## src/sv/ssrm_pkg.sv

```systemverilog
// Shared types, constants and helpers for the separator-search record marker.
`timescale 1ns / 1ps

package ssrm_pkg;

  // Configuration register indexes
  localparam logic [1:0] CFG_SEP_LEN   = 2'd0;
  localparam logic [1:0] CFG_SEP_BYTES = 2'd1;
  localparam logic [1:0] CFG_SEP_AT_END = 2'd2;

  // Result kinds
  localparam logic KIND_DATA = 1'b0;
  localparam logic KIND_MARK = 1'b1;

  localparam logic [7:0] CHAR_CR  = 8'h0D;
  localparam logic [7:0] CHAR_LF  = 8'h0A;
  localparam logic [7:0] CHAR_NUL = 8'h00;

  // Live configuration; sep_len is already clamped to the maximum length
  typedef struct packed {
    logic [3:0]  sep_len;
    logic [63:0] sep_bytes;
    logic        at_end;
  } cfg_t;

  // One queued command: held prefix to flush, optional raw byte, optional match burst
  typedef struct packed {
    logic [2:0] prefix_cnt;
    logic       emit_byte;
    logic [7:0] byte_val;
    logic       match;
  } cmd_t;

  function automatic logic [7:0] sep_byte(input logic [63:0] bytes, input logic [2:0] idx);
    sep_byte = bytes[{idx, 3'b000} +: 8];
  endfunction

endpackage

```

## src/sv/ssrm_front.sv

```systemverilog
// Front end: matches each input byte against the separator and issues commands.
`timescale 1ns / 1ps

module ssrm_front import ssrm_pkg::*; (
  input  logic       clk_i,
  input  logic       rst_ni,
  input  cfg_t       cfg_i,
  input  logic       held_clr_i,
  input  logic       in_valid_i,
  output logic       in_ready_o,
  input  logic [7:0] in_byte_i,
  input  logic       full_i,
  output logic       push_o,
  output cmd_t       cmd_o
);

  logic [2:0] held_q, held_d;
  logic [3:0] held_eff;
  logic [3:0] nxt;
  logic [7:0] tail;
  logic       hit;
  logic       accept;

  assign in_ready_o = !full_i;
  assign accept     = in_valid_i && !full_i;

  always_comb begin
    held_eff = ({1'b0, held_q} >= cfg_i.sep_len) ? 4'd0 : {1'b0, held_q};
    tail     = sep_byte(cfg_i.sep_bytes, 3'(cfg_i.sep_len - 4'd1));
    hit      = (in_byte_i == sep_byte(cfg_i.sep_bytes, held_eff[2:0]));
    cmd_o    = '0;
    cmd_o.byte_val = in_byte_i;
    nxt      = 4'd0;
    push_o   = 1'b0;
    if (cfg_i.sep_len == 4'd0) begin
      // no separator: straight pass-through
      cmd_o.emit_byte = 1'b1;
      push_o          = accept;
    end else if (cfg_i.at_end && in_byte_i == CHAR_NUL && held_eff == 4'd0 &&
                 (tail == CHAR_CR || tail == CHAR_LF)) begin
      // with separator at end and a CR/LF last separator byte, a NUL is dropped while no partial match is held
      nxt = 4'd0;
    end else begin
      if (!hit) begin
        cmd_o.prefix_cnt = held_eff[2:0];
        if (in_byte_i != sep_byte(cfg_i.sep_bytes, 3'd0)) begin
          cmd_o.emit_byte = 1'b1;
          nxt             = 4'd0;
        end else begin
          nxt = 4'd1;
        end
      end else begin
        nxt = held_eff + 4'd1;
      end
      if (nxt == cfg_i.sep_len) begin
        cmd_o.match = 1'b1;
        nxt         = 4'd0;
      end
      push_o = accept && (cmd_o.prefix_cnt != 3'd0 || cmd_o.emit_byte || cmd_o.match);
    end
    held_d = held_q;
    if (held_clr_i) begin
      held_d = 3'd0;
    end else if (accept) begin
      held_d = nxt[2:0];
    end
  end

  always_ff @(posedge clk_i or negedge rst_ni) begin
    if (!rst_ni) begin
      held_q <= 3'd0;
    end else begin
      held_q <= held_d;
    end
  end

  a_clr_zero: assert property (@(posedge clk_i) disable iff (!rst_ni)
    held_clr_i |=> held_q == 3'd0)
    else $error("held count not cleared on length write");

  a_no_push_full: assert property (@(posedge clk_i) disable iff (!rst_ni)
    full_i |-> !push_o)
    else $error("command pushed into full queue");

endmodule

```

## src/sv/ssrm_queue.sv

```systemverilog
// Small command queue between front end and back end.
`timescale 1ns / 1ps

module ssrm_queue import ssrm_pkg::*; #(
  parameter int unsigned DEPTH = 4
) (
  input  logic clk_i,
  input  logic rst_ni,
  input  logic push_i,
  input  cmd_t cmd_i,
  input  logic pop_i,
  output cmd_t head_o,
  output logic empty_o,
  output logic full_o
);

  localparam int unsigned PtrW = (DEPTH > 1) ? $clog2(DEPTH) : 1;
  localparam int unsigned CntW = $clog2(DEPTH + 1);

  cmd_t            mem_q [DEPTH];
  logic [PtrW-1:0] wr_q, wr_d, rd_q, rd_d;
  logic [CntW-1:0] cnt_q, cnt_d;

  assign empty_o = (cnt_q == CntW'(0));
  assign full_o  = (cnt_q == CntW'(DEPTH));
  assign head_o  = mem_q[rd_q];

  always_comb begin
    wr_d  = wr_q;
    rd_d  = rd_q;
    cnt_d = cnt_q;
    if (push_i) begin
      wr_d = (wr_q == PtrW'(DEPTH - 1)) ? '0 : wr_q + PtrW'(1);
    end
    if (pop_i) begin
      rd_d = (rd_q == PtrW'(DEPTH - 1)) ? '0 : rd_q + PtrW'(1);
    end
    if (push_i && !pop_i) begin
      cnt_d = cnt_q + CntW'(1);
    end else if (pop_i && !push_i) begin
      cnt_d = cnt_q - CntW'(1);
    end
  end

  always_ff @(posedge clk_i or negedge rst_ni) begin
    if (!rst_ni) begin
      wr_q  <= '0;
      rd_q  <= '0;
      cnt_q <= '0;
    end else begin
      wr_q  <= wr_d;
      rd_q  <= rd_d;
      cnt_q <= cnt_d;
    end
  end

  always_ff @(posedge clk_i) begin
    if (push_i) begin
      mem_q[wr_q] <= cmd_i;
    end
  end

  a_cnt_range: assert property (@(posedge clk_i) disable iff (!rst_ni)
    cnt_q <= CntW'(DEPTH))
    else $error("queue count out of range");

  a_no_pop_empty: assert property (@(posedge clk_i) disable iff (!rst_ni)
    pop_i |-> !empty_o)
    else $error("pop from empty queue");

endmodule

```

## src/sv/ssrm_back.sv

```systemverilog
// Back end: expands each queued command into result items, one per cycle unless the output stalls.
`timescale 1ns / 1ps

module ssrm_back import ssrm_pkg::*; (
  input  logic       clk_i,
  input  logic       rst_ni,
  input  cfg_t       cfg_i,
  input  cmd_t       cmd_i,
  input  logic       empty_i,
  output logic       pop_o,
  output logic       out_valid_o,
  input  logic       out_ready_i,
  output logic       kind_o,
  output logic [7:0] value_o,
  output logic       last_o
);

  logic [3:0] step_q, step_d;
  logic       vld_q, vld_d;
  logic       kind_q, kind_d;
  logic [7:0] value_q, value_d;
  logic       last_q, last_d;

  logic [3:0] base;
  logic [4:0] total;
  logic [3:0] mi;
  logic       s_kind;
  logic [7:0] s_value;
  logic       s_last;
  logic       adv;

  // result at the current step of the head command
  always_comb begin
    base  = {1'b0, cmd_i.prefix_cnt} + {3'b000, cmd_i.emit_byte};
    total = {1'b0, base} + (cmd_i.match ? ({1'b0, cfg_i.sep_len} + 5'd1) : 5'd0);
    mi    = step_q - base;
    s_kind  = KIND_DATA;
    s_value = 8'd0;
    if (step_q < {1'b0, cmd_i.prefix_cnt}) begin
      s_value = sep_byte(cfg_i.sep_bytes, step_q[2:0]);
    end else if (cmd_i.emit_byte && step_q == {1'b0, cmd_i.prefix_cnt}) begin
      s_value = cmd_i.byte_val;
    end else if (!cfg_i.at_end) begin
      if (mi == 4'd0) begin
        s_kind = KIND_MARK;
      end else begin
        s_value = sep_byte(cfg_i.sep_bytes, 3'(mi - 4'd1));
      end
    end else begin
      if (mi < cfg_i.sep_len) begin
        s_value = sep_byte(cfg_i.sep_bytes, mi[2:0]);
      end else begin
        s_kind = KIND_MARK;
      end
    end
    s_last = ({1'b0, step_q} == total - 5'd1);
  end

  assign adv   = !vld_q || out_ready_i;
  assign pop_o = adv && !empty_i && s_last;

  always_comb begin
    step_d  = step_q;
    vld_d   = vld_q;
    kind_d  = kind_q;
    value_d = value_q;
    last_d  = last_q;
    if (adv) begin
      vld_d = !empty_i;
      if (!empty_i) begin
        kind_d  = s_kind;
        value_d = s_value;
        last_d  = s_last;
        step_d  = s_last ? 4'd0 : step_q + 4'd1;
      end
    end
  end

  always_ff @(posedge clk_i or negedge rst_ni) begin
    if (!rst_ni) begin
      step_q <= 4'd0;
      vld_q  <= 1'b0;
    end else begin
      step_q <= step_d;
      vld_q  <= vld_d;
    end
  end

  always_ff @(posedge clk_i) begin
    kind_q  <= kind_d;
    value_q <= value_d;
    last_q  <= last_d;
  end

  assign out_valid_o = vld_q;
  assign kind_o      = kind_q;
  assign value_o     = value_q;
  assign last_o      = last_q;

  a_step_needs_cmd: assert property (@(posedge clk_i) disable iff (!rst_ni)
    step_q != 4'd0 |-> !empty_i)
    else $error("mid-command step with empty queue");

  a_mark_zero: assert property (@(posedge clk_i) disable iff (!rst_ni)
    vld_q && kind_q == KIND_MARK |-> value_q == 8'd0)
    else $error("marker with nonzero value");

endmodule

```

## src/sv/sync_string_record_marker.sv

```systemverilog
// Top level of the separator-search record marker.
`timescale 1ns / 1ps
//
//  channel  dir  handshake              payload
//  -------  ---  ---------------------  -------------------------------------
//  in       in   in_valid_i/in_ready_o  in_byte_i[7:0]
//  out      out  out_valid_o/out_ready_i kind_o, value_o[7:0], last_o
//  cfg      in   cfg_valid_i/cfg_ready_o cfg_index_i[1:0], cfg_data_i[63:0]
//
//  Front end takes one byte per cycle while the command queue has room.
//  Back end emits one result item per cycle unless stalled: a byte gives 1 to
//  9 items (held prefix, raw byte, marker plus separator), which set drain time.
//  A byte that only extends a partial match, or a dropped NUL, gives no item.
//  Reset clears the match count, queue and output valid; config resets to
//  length 0, bytes 0, separator-at-end 1. Config writes are always taken.
//  Output stalls back up through the queue to in_ready_o.

module sync_string_record_marker import ssrm_pkg::*; #(
  parameter int unsigned MAX_SEP     = 8,
  parameter int unsigned QUEUE_DEPTH = 4
) (
  input  logic        clk_i,
  input  logic        rst_ni,
  input  logic        cfg_valid_i,
  output logic        cfg_ready_o,
  input  logic [1:0]  cfg_index_i,
  input  logic [63:0] cfg_data_i,
  input  logic        in_valid_i,
  output logic        in_ready_o,
  input  logic [7:0]  in_byte_i,
  output logic        out_valid_o,
  input  logic        out_ready_i,
  output logic        kind_o,
  output logic [7:0]  value_o,
  output logic        last_o
);

  logic [3:0]  sep_len_q, sep_len_d;
  logic [63:0] sep_bytes_q, sep_bytes_d;
  logic        at_end_q, at_end_d;
  logic        cfg_wr;
  logic        held_clr;
  cfg_t        cfg;

  logic push, pop, empty, full;
  cmd_t cmd_in, cmd_head;

  assign cfg_ready_o = 1'b1;
  assign cfg_wr      = cfg_valid_i;
  // a new length throws away any held partial match
  assign held_clr    = cfg_wr && cfg_index_i == CFG_SEP_LEN;

  always_comb begin
    sep_len_d   = sep_len_q;
    sep_bytes_d = sep_bytes_q;
    at_end_d    = at_end_q;
    if (cfg_wr) begin
      case (cfg_index_i)
        CFG_SEP_LEN:    sep_len_d   = cfg_data_i[3:0];
        CFG_SEP_BYTES:  sep_bytes_d = cfg_data_i;
        CFG_SEP_AT_END: at_end_d    = cfg_data_i[0];
        default: ;
      endcase
    end
  end

  always_ff @(posedge clk_i or negedge rst_ni) begin
    if (!rst_ni) begin
      sep_len_q   <= 4'd0;
      sep_bytes_q <= 64'd0;
      at_end_q    <= 1'b1;
    end else begin
      sep_len_q   <= sep_len_d;
      sep_bytes_q <= sep_bytes_d;
      at_end_q    <= at_end_d;
    end
  end

  // oversized length acts as the maximum
  always_comb begin
    cfg.sep_len   = (sep_len_q > 4'(MAX_SEP)) ? 4'(MAX_SEP) : sep_len_q;
    cfg.sep_bytes = sep_bytes_q;
    cfg.at_end    = at_end_q;
  end

  ssrm_front u_front (
    .clk_i      (clk_i),
    .rst_ni     (rst_ni),
    .cfg_i      (cfg),
    .held_clr_i (held_clr),
    .in_valid_i (in_valid_i),
    .in_ready_o (in_ready_o),
    .in_byte_i  (in_byte_i),
    .full_i     (full),
    .push_o     (push),
    .cmd_o      (cmd_in)
  );

  ssrm_queue #(
    .DEPTH (QUEUE_DEPTH)
  ) u_queue (
    .clk_i   (clk_i),
    .rst_ni  (rst_ni),
    .push_i  (push),
    .cmd_i   (cmd_in),
    .pop_i   (pop),
    .head_o  (cmd_head),
    .empty_o (empty),
    .full_o  (full)
  );

  ssrm_back u_back (
    .clk_i       (clk_i),
    .rst_ni      (rst_ni),
    .cfg_i       (cfg),
    .cmd_i       (cmd_head),
    .empty_i     (empty),
    .pop_o       (pop),
    .out_valid_o (out_valid_o),
    .out_ready_i (out_ready_i),
    .kind_o      (kind_o),
    .value_o     (value_o),
    .last_o      (last_o)
  );

endmodule
```

## config.mk

```make
export PLATFORM = sky130hd
export DESIGN_NAME = sync_string_record_marker
export DESIGN_NICKNAME = d
export VERILOG_FILES = /design/src/sv/ssrm_pkg.sv /design/src/sv/ssrm_front.sv /design/src/sv/ssrm_queue.sv /design/src/sv/ssrm_back.sv /design/src/sv/sync_string_record_marker.sv
export SDC_FILE = /design/constraint.sdc
export NUM_CORES = 1
export LEC_CHECK = 0
export BUFFER_PORTS_ARGS = -buffer_cell sky130_fd_sc_hd__buf_2
export CORE_ASPECT_RATIO = 0.6
export CORE_MARGIN = 1
export CORE_UTILIZATION = 60
export DETAILED_ROUTE_END_ITERATION = 7
export PLACE_DENSITY = 0.88
export SLEW_MARGIN = 40
export SYNTH_ARGS = -nofsm -noshare
export SYNTH_HDL_FRONTEND = slang
export SYNTH_SLANG_ARGS = --single-unit
```

## constraint.sdc

```tcl
create_clock -name clk_i -period 12.4 [get_ports clk_i]
set_clock_uncertainty 0.05 [all_clocks]
set_input_delay 2.48 -clock clk_i [delete_from_list [all_inputs] [get_ports clk_i]]
set_output_delay 2.48 -clock clk_i [all_outputs]
set_load 0.005 [all_outputs]
```

Word-level counts from Yosys, hierarchy flattened. Memories as Yosys holds them, arrays and structs flattened. Index checks and enable logic that the tools add are counted.

Memory bits (writable): 52. Output and inout bits: 13. Register bits after elaboration: 94. Memories kept: 1.

Mux-type cells: 41. Eq/ne operators: 12. Order comparisons: 4. Add/subtract/negate cells: 13. Bitwise logic cells: 1. Shift-type cells: 5. Reduce and logical (&&, ||, !) cells: 34.

Memory list: u_queue.mem_q (words 4, width 13, rd ports 1, clocked after Yosys merged registers in 0, wr ports 1, RTL line ssrm_queue.sv:20) `cmd_t mem_q [DEPTH];`.

Operators by type and width (number): 64-bit by 7-bit variable part select with 8-bit output (5); 8-bit 2-to-1 mux (5); 4-bit 2-to-1 mux (9); 3-bit 2-to-1 mux (9); 8-bit by 4-bit == test with 1-bit output, second input constant (2); 1-bit 2-to-1 mux (15); 4-bit logical NOT (3); 1-bit logical AND (11); 3-bit by 1-bit subtractor with 3-bit output, second input constant (3); 4-bit by 1-bit adder with 4-bit output, second input constant (2); 8-bit == test (1); 8-bit logical NOT (1); 8-bit inequality test (1); 2-bit AND reduction (4); 2-bit == test, second input constant (3); 4-bit by 1-bit adder with 5-bit output, second input constant (1); 4-bit by 5-bit adder with 5-bit output (1); 4-bit by 5-bit == test with 1-bit output (1); 1-bit logical NOT (5); 5-bit 2-to-1 mux (1); 5-bit by 1-bit subtractor with 5-bit output, second input constant (1); 2-bit by 1-bit adder with 2-bit output, second input constant (2); 3-bit by 1-bit adder with 4-bit output (1); 4-bit by 3-bit == test with 1-bit output (1); 17 further kinds (22).

Depth between registers and ports, before layout.
Depth in word-level cells: 21. Gate-level depth with buffers: 24. Mapped depth without buffers: 20.

By module. Synthesis repeated with hierarchy kept, for this count alone.

Cells, all modules: 876. Area, all modules: 10605.2 um2.

By module, submodules not included: ssrm_back (cells an instance 345, instances 1, area each 3450.8 um2); sync_string_record_marker (cells an instance 154, instances 1, area each 2922.8 um2); ssrm_queue (cells an instance 105, instances 1, area each 2321.0 um2); ssrm_front (cells an instance 272, instances 1, area each 1910.6 um2).

Least setup slack after synthesis. OpenSTA, ideal clock, no wires.

Path kind: reg2reg. Start point: reg u_queue.rd_q[0]. End point: reg u_back.value_q[6], in the netlist u_back.value_o[6], data pin. Cell stages (with the launch flop): 19. Required time: 12.083 ns. Data arrival time: 5.716 ns. Setup slack: 6.367 ns. Clock period less this slack: 6.033 ns. Buffers on the path: 5. Path through: dfrtp_1 > clkbuf_1 > buf_1 > mux4_2 > ha_1 > ha_1 > inv_1 > fa_1 > clkbuf_1 > buf_1 > inv_1 > ha_1 > xor2_1 > buf_2 > mux4_2 > mux2i_1 > o221ai_1 > o211ai_1 > o21ai_0.

Longest elaborated chain between the ends: 9. Elaborated cells between the ends (all ways): 16. Those cells by class: add/sub: 3; order compare: 2; eq/ne: 1; shift: 2; mux: 5; reduce/logical: 2; memory: 1.

Ends and longest elaborated chain: from (decl) (RTL line ssrm_queue.sv:21) `logic [PtrW-1:0] wr_q, wr_d, rd_q, rd_d;`; from (signal assigned) (RTL line ssrm_queue.sv:52) `rd_q <= rd_d;`; memory 4 x 13 bit *; 3-bit by 1-bit adder with 4-bit output (RTL line ssrm_back.sv:34) `base = {1'b0, cmd_i.prefix_cnt} + {3'b000, cmd_i.emit_byte};`; 4-bit subtractor (RTL line ssrm_back.sv:36) `mi = step_q - base;`; 3-bit by 1-bit subtractor with 3-bit output (RTL line ssrm_back.sv:47) `s_value = sep_byte(cfg_i.sep_bytes, 3'(mi - 4'd1));`; 64-bit by 7-bit variable part select with 8-bit output (RTL line ssrm_pkg.sv:35) `sep_byte = bytes[{idx, 3'b000} +: 8];`; 8-bit 2-to-1 mux (RTL line ssrm_back.sv:44) `if (mi == 4'd0) begin`; 8-bit 2-to-1 mux (RTL line ssrm_back.sv:43) `end else if (!cfg_i.at_end) begin`; 8-bit 2-to-1 mux (RTL line ssrm_back.sv:41) `end else if (cmd_i.emit_byte && step_q == {1'b0, cmd_i.prefix_cnt}) begin`; 8-bit 2-to-1 mux * (RTL line ssrm_back.sv:39) `if (step_q < {1'b0, cmd_i.prefix_cnt}) begin`; via u_back.s_value[6] (RTL line ssrm_back.sv:28) `logic [7:0] s_value;`; to (signal assigned) (RTL line ssrm_back.sv:91) `value_q <= value_d;`; to (decl) (RTL line ssrm_back.sv:21) `logic [7:0] value_q, value_d;`.

Mark *: on every way through the listed nets, which the timed path passes. The rest lies on a longest branch. A chain may end at the register's enable or synchronous reset.

Worst setup path after layout.
Start point: reg sep_len_q[3]. End point: reg u_queue.cnt_q[1].

Elaborated cells between the ends (all ways): 44. Those cells by class: add/sub: 5; order compare: 2; eq/ne: 5; shift: 2; mux: 15; reduce/logical: 15.

RTL lines: from (decl) (RTL line sync_string_record_marker.sv:38) `logic [3:0] sep_len_q, sep_len_d;`; from (signal assigned) (RTL line sync_string_record_marker.sv:73) `sep_len_q <= sep_len_d;`; 4-bit greater-than comparator (RTL line sync_string_record_marker.sv:81) `cfg.sep_len = (sep_len_q > 4'(MAX_SEP)) ? 4'(MAX_SEP) : sep_len_q;`; 4-bit 2-to-1 mux * (RTL line sync_string_record_marker.sv:81); 3-bit by 4-bit greater-or-equal comparator with 1-bit output (RTL line ssrm_front.sv:28) `held_eff = ({1'b0, held_q} >= cfg_i.sep_len) ? 4'd0 : {1'b0, held_q};`; 3-bit 2-to-1 mux (RTL line ssrm_front.sv:28); 64-bit by 7-bit variable part select with 8-bit output (RTL line ssrm_pkg.sv:35); 8-bit == test (RTL line ssrm_front.sv:30) `hit = (in_byte_i == sep_byte(cfg_i.sep_bytes, held_eff[2:0]));`; 4-bit 2-to-1 mux (RTL line ssrm_front.sv:44) `if (!hit) begin`; 4-bit 2-to-1 mux (RTL line ssrm_front.sv:39) `end else if (cfg_i.at_end && in_byte_i == CHAR_NUL && held_eff == 4'd0 &&`; [5 not listed]; 1-bit logical OR (RTL line ssrm_front.sv:59) `push_o = accept && (cmd_o.prefix_cnt != 3'd0 || cmd_o.emit_byte || cmd_o.match);`; 1-bit logical AND (RTL line ssrm_front.sv:59); 1-bit 2-to-1 mux (RTL line ssrm_front.sv:39); 1-bit 2-to-1 mux * (RTL line ssrm_front.sv:35) `if (cfg_i.sep_len == 4'd0) begin`; via push (RTL line sync_string_record_marker.sv:45) `logic push, pop, empty, full;`; 1-bit logical AND * (RTL line ssrm_queue.sv:38) `if (push_i && !pop_i) begin`; 3-bit 2-to-1 mux * (RTL line ssrm_queue.sv:38); via u_queue.cnt_d[1] (RTL line ssrm_queue.sv:22) `logic [CntW-1:0] cnt_q, cnt_d;`; to (signal assigned) (RTL line ssrm_queue.sv:53) `cnt_q <= cnt_d;`; to (decl) (RTL line ssrm_queue.sv:22).

Mark *: on every way through the listed nets, which the timed path passes. The rest lies on a longest branch. The select of a mux whose other input is x is not followed.

==> results_dict.tcl <==
set metrics [dict create \
    report.final.setup_viol 0 \
    firstDrtPassIters 8 \
    grt_pass1_wl_um 43500 \
    clock_power_share_pct 14.3 \
    syn-mean-instance-area_um2 12.7 \
    crit_fanout 15 \
    maxCapViolations 0 \
    cpLargestDelayFamily "compound AO/OA/AOI/OAI gates" \
    synth_top_area_share_pct 22.2 \
    vias 7359 \
    fp.dieH_um 98.8 \
    ant_nets 0 \
    dpl.cell_count 996 \
    relSlewSlack_pct 38.7 \
    io_pins 92 \
    arrival_ns 5.91 \
    period_share_pct 45.5 \
    rsz0062_at_grt "false" \
    synth.distinct_cells 75 \
    clock_path_buffers 2 \
    gp_congestion 0.996 \
    cts-resized-gates 0 \
    p_comb_share_pct 61.5 \
    clockRootBuffer "clkbuf_16" \
    synth_edf_count 62 \
    insertion_delay_ns 0.43 \
    io_buffers 90 \
    diodes 0 \
    synth_area_leader_cell "dfrtp_1" \
    criticalPathCategory "flip-flop to flip-flop" \
    total_power_mw 3.51 \
    drt-total-wl_um 28100 \
    p_leak_nw 4.19 \
    synth_seq_cells 146 \
    cp_num_buf_inv 2 \
    tritoncts "done" \
    status "finished clean" \
    ir_drop_mv 0.314 \
    htreeDepth 4 \
    syn_nets 852 \
    nNetsFinal 932 \
    gr-total-overflow 0 \
    sequentialPowerShare_pct 24.2 \
    path_depth 16 \
    grt_pass1_vias 7279 \
    synth_area_um2 9370 \
    hpwl_um 20200 \
    drive_gt1_share_pct 35.1 \
    drt_iter0_drc 1143 \
    finalHoldViolCount 0 \
    path_cells "nor2b_1, inv_1, ha_1, o21ai_1, o21a_4, o21ai_1, o21ai_0, o32a_1, xor2_1, nand4bb_1, nor4_4, nor2_1, ha_1, inv_1, fa_1, mux2_2" \
    cp_slowest_cell "o21ai_1" \
    synthTopCellsByArea "dfrtp_1 (22%), edfxtp_1 (20%), mux4_2 (15%), mux2_2 (9.0%), ha_1 (4.4%)" \
    syn-instance-count 737 \
    power.switching_mw 1.47 \
    die_area_um2 16100 \
    async_reset_ff_share_pct 57.5 \
    synth_warnings 0 \
    end_kind "flip-flop" \
    clkTransAtPathRegs_ns 0.06 \
    track_usage_pct 37.4 \
    die_w_um 163 \
    critPathMaxStageDelay_ns 0.72 \
    switching_share_pct 41.8 \
    final_util_pct 71.2 \
    wl_per_cell_um 27.3 \
    start_util_pct 63.1 \
    route.detailed.drc 0 \
    finalCriticalPeriod_ns 5.64 \
    max_freq_mhz 177 \
    rows 34 \
    antenna_found_initial 1 \
    critPathLaunchType "flip-flop" \
    grt_max_degree 65 \
    power.density_nw_per_um2 332 \
    p_int_mw 2.04 \
    synth_ff_type "dfrtp_1" \
    r2r.worst_path.cells 16 \
    hold_path_class "flip-flop to flip-flop" \
    coreArea_um2 14800 \
    worstMarginPinSlew_ns 0.914 \
    numCtsBuffers 17 \
    clock-sinks 146 \
    fin_setup_tns_ns 0 \
    fin_cells 1028 \
    required_ns 12.67 \
    area_growth_pct 12.8 \
    yosysSeqAreaShare_pct 42.3 \
    hold_buffers 0 \
    postCtsSetupBuffers 0 \
    via_per_inst 7.16 \
    slew_violations 0 \
    whs_path_depth 2 \
]
## state kept, by name, summed over array words and instances, names as in the netlist
signal              flops
at_end_q                1
sep_bytes_q            64
sep_len_q               4
u_back.kind_o           1
u_back.last_o           1
u_back.out_valid_o      1
u_back.step_q           4
u_back.value_o          8
u_front.held_q          3
u_queue.cnt_q           3
u_queue.mem_q          52
u_queue.rd_q            2
u_queue.wr_q            2
## logic make-up (layout without fill, tap and decap cells)
group	Yosys count	in the layout	synth area share, %
muxes	170	170	27.4
AOI/OAI and AO/OA	123	123	9.14
DFF	146	146	42.3
other	1	1	0.0400
and+or+nand+nor	151	151	9.14
xor gates and xnor gates	37	37	3.62
adders and majority gates	36	36	5.05
buffers and inverters	73	166	3.27
## path summary, 6_finish.rpt
check                                      to          startpoint  slack [ns]
setup / recovery             u_queue.cnt_q[1]        sep_len_q[3]        6.76
hold / removal             u_back.out_valid_o  u_back.out_valid_o        0.45
setup reg to reg             u_queue.cnt_q[1]        sep_len_q[3]        6.76
hold reg to reg            u_back.out_valid_o  u_back.out_valid_o        0.45
max in group asynchronous            at_end_q              rst_ni        9.53
min in group asynchronous     sep_bytes_q[40]              rst_ni        1.91
## cell type report
type | instances | area (um2)
Clock buffer | 19 | 454
Timing Repair Buffer | 103 | 554
Multi-Input combinational cell | 518 | 5120
Clock inverter | 13 | 109
Sequential cell | 146 | 3970
Inverter | 31 | 116
Fill cell | 1006 | 4270
Tap cell | 198 | 248
## worst min-delay path: stages (launching register included)
cell and delay [ns]:
dfrtp_1 0.37, nand2_1 0.06, nand2_1 0.05
## power by group through the flow
stage	clock network [mW]	logic, mW	registers (mW)
global route	0.523	2.32	0.859
detailed placement	0	2.09	0.844
CTS	0.505	2.11	0.835
global placement	0	2.00	0.834
finish	0.501	2.16	0.851
floorplan	0	1.70	0.735
## synthesized netlist by cell type (3+ instances only)
| cell | number |
|---|---|
| dfrtp_1 | 83 |
| mux2_2 | 75 |
| edfxtp_1 | 62 |
| mux4_2 | 62 |
| o21ai_0 | 35 |
| ha_1 | 33 |
| mux2i_1 | 33 |
| nand2_1 | 31 |
| clkbuf_1 | 29 |
| inv_1 | 27 |
| nor2_1 | 23 |
| xor2_1 | 22 |
| a21oi_1 | 21 |
| nor3_1 | 20 |
| xnor2_1 | 13 |
| nand4_1 | 12 |
| nand3b_1 | 11 |
| o211ai_1 | 10 |
| nand2b_1 | 9 |
| nor2b_1 | 8 |
| o221ai_1 | 8 |
| nor3b_1 | 7 |
| nand3_1 | 6 |
| and2_1 | 5 |
| buf_2 | 5 |
| nor4_1 | 5 |
| a21o_1 | 4 |
| buf_1 | 4 |
| o21ai_1 | 4 |
| a211oi_1 | 3 |
| a221o_1 | 3 |
| a31oi_1 | 3 |
| a32o_1 | 3 |
| fa_1 | 3 |
| o32ai_1 | 3 |
## metrics by stage
stage	setup slack (ns)	hold WS [ns]	area (um2)
2_1_floorplan	6.37	0.414	9370
4_1_cts	7.01	0.449	10600
5_1_grt	6.70	0.471	10600
3_3_place_gp	6.78	0.423	9990
3_5_place_dp	6.98	0.433	10000
6_report	6.76	0.449	10600
## layer usage
layer  wire length, um  global-route usage (%)  vias up
met4               931                    12.9        2
met5                13                    1.21        -
li1                  -                       -     3034
met3              4940                    17.4      106
met2             11300                    50.1      642
met1             10900                    53.2     3575
## cells in the final DEF (no fill, tap or decap), drive strengths merged, types with 3 or more instances in the layout
| master | instances |
|---|---|
| a21oi | 21 |
| xor2 | 23 |
| a2111oi | 3 |
| ha | 33 |
| mux2i | 33 |
| mux4 | 62 |
| nor3 | 20 |
| nand2b | 9 |
| a31oi | 3 |
| inv | 31 |
| a221oi | 3 |
| edfxtp | 62 |
| nor4 | 6 |
| a211oi | 3 |
| o211ai | 10 |
| nand3b | 11 |
| nor2 | 25 |
| o21ai | 40 |
| nand4 | 13 |
| nor2b | 8 |
| nand3 | 6 |
| buf | 103 |
| nand2 | 31 |
| a21o | 4 |
| o32ai | 3 |
| and2 | 5 |
| xnor2 | 14 |
| clkinv | 11 |
| clkbuf | 19 |
| a221o | 3 |
| fa | 3 |
| nor3b | 8 |
| o221ai | 8 |
| dfrtp | 83 |
| mux2 | 75 |
| a32o | 3 |
(Power assumes the default switching activity.)
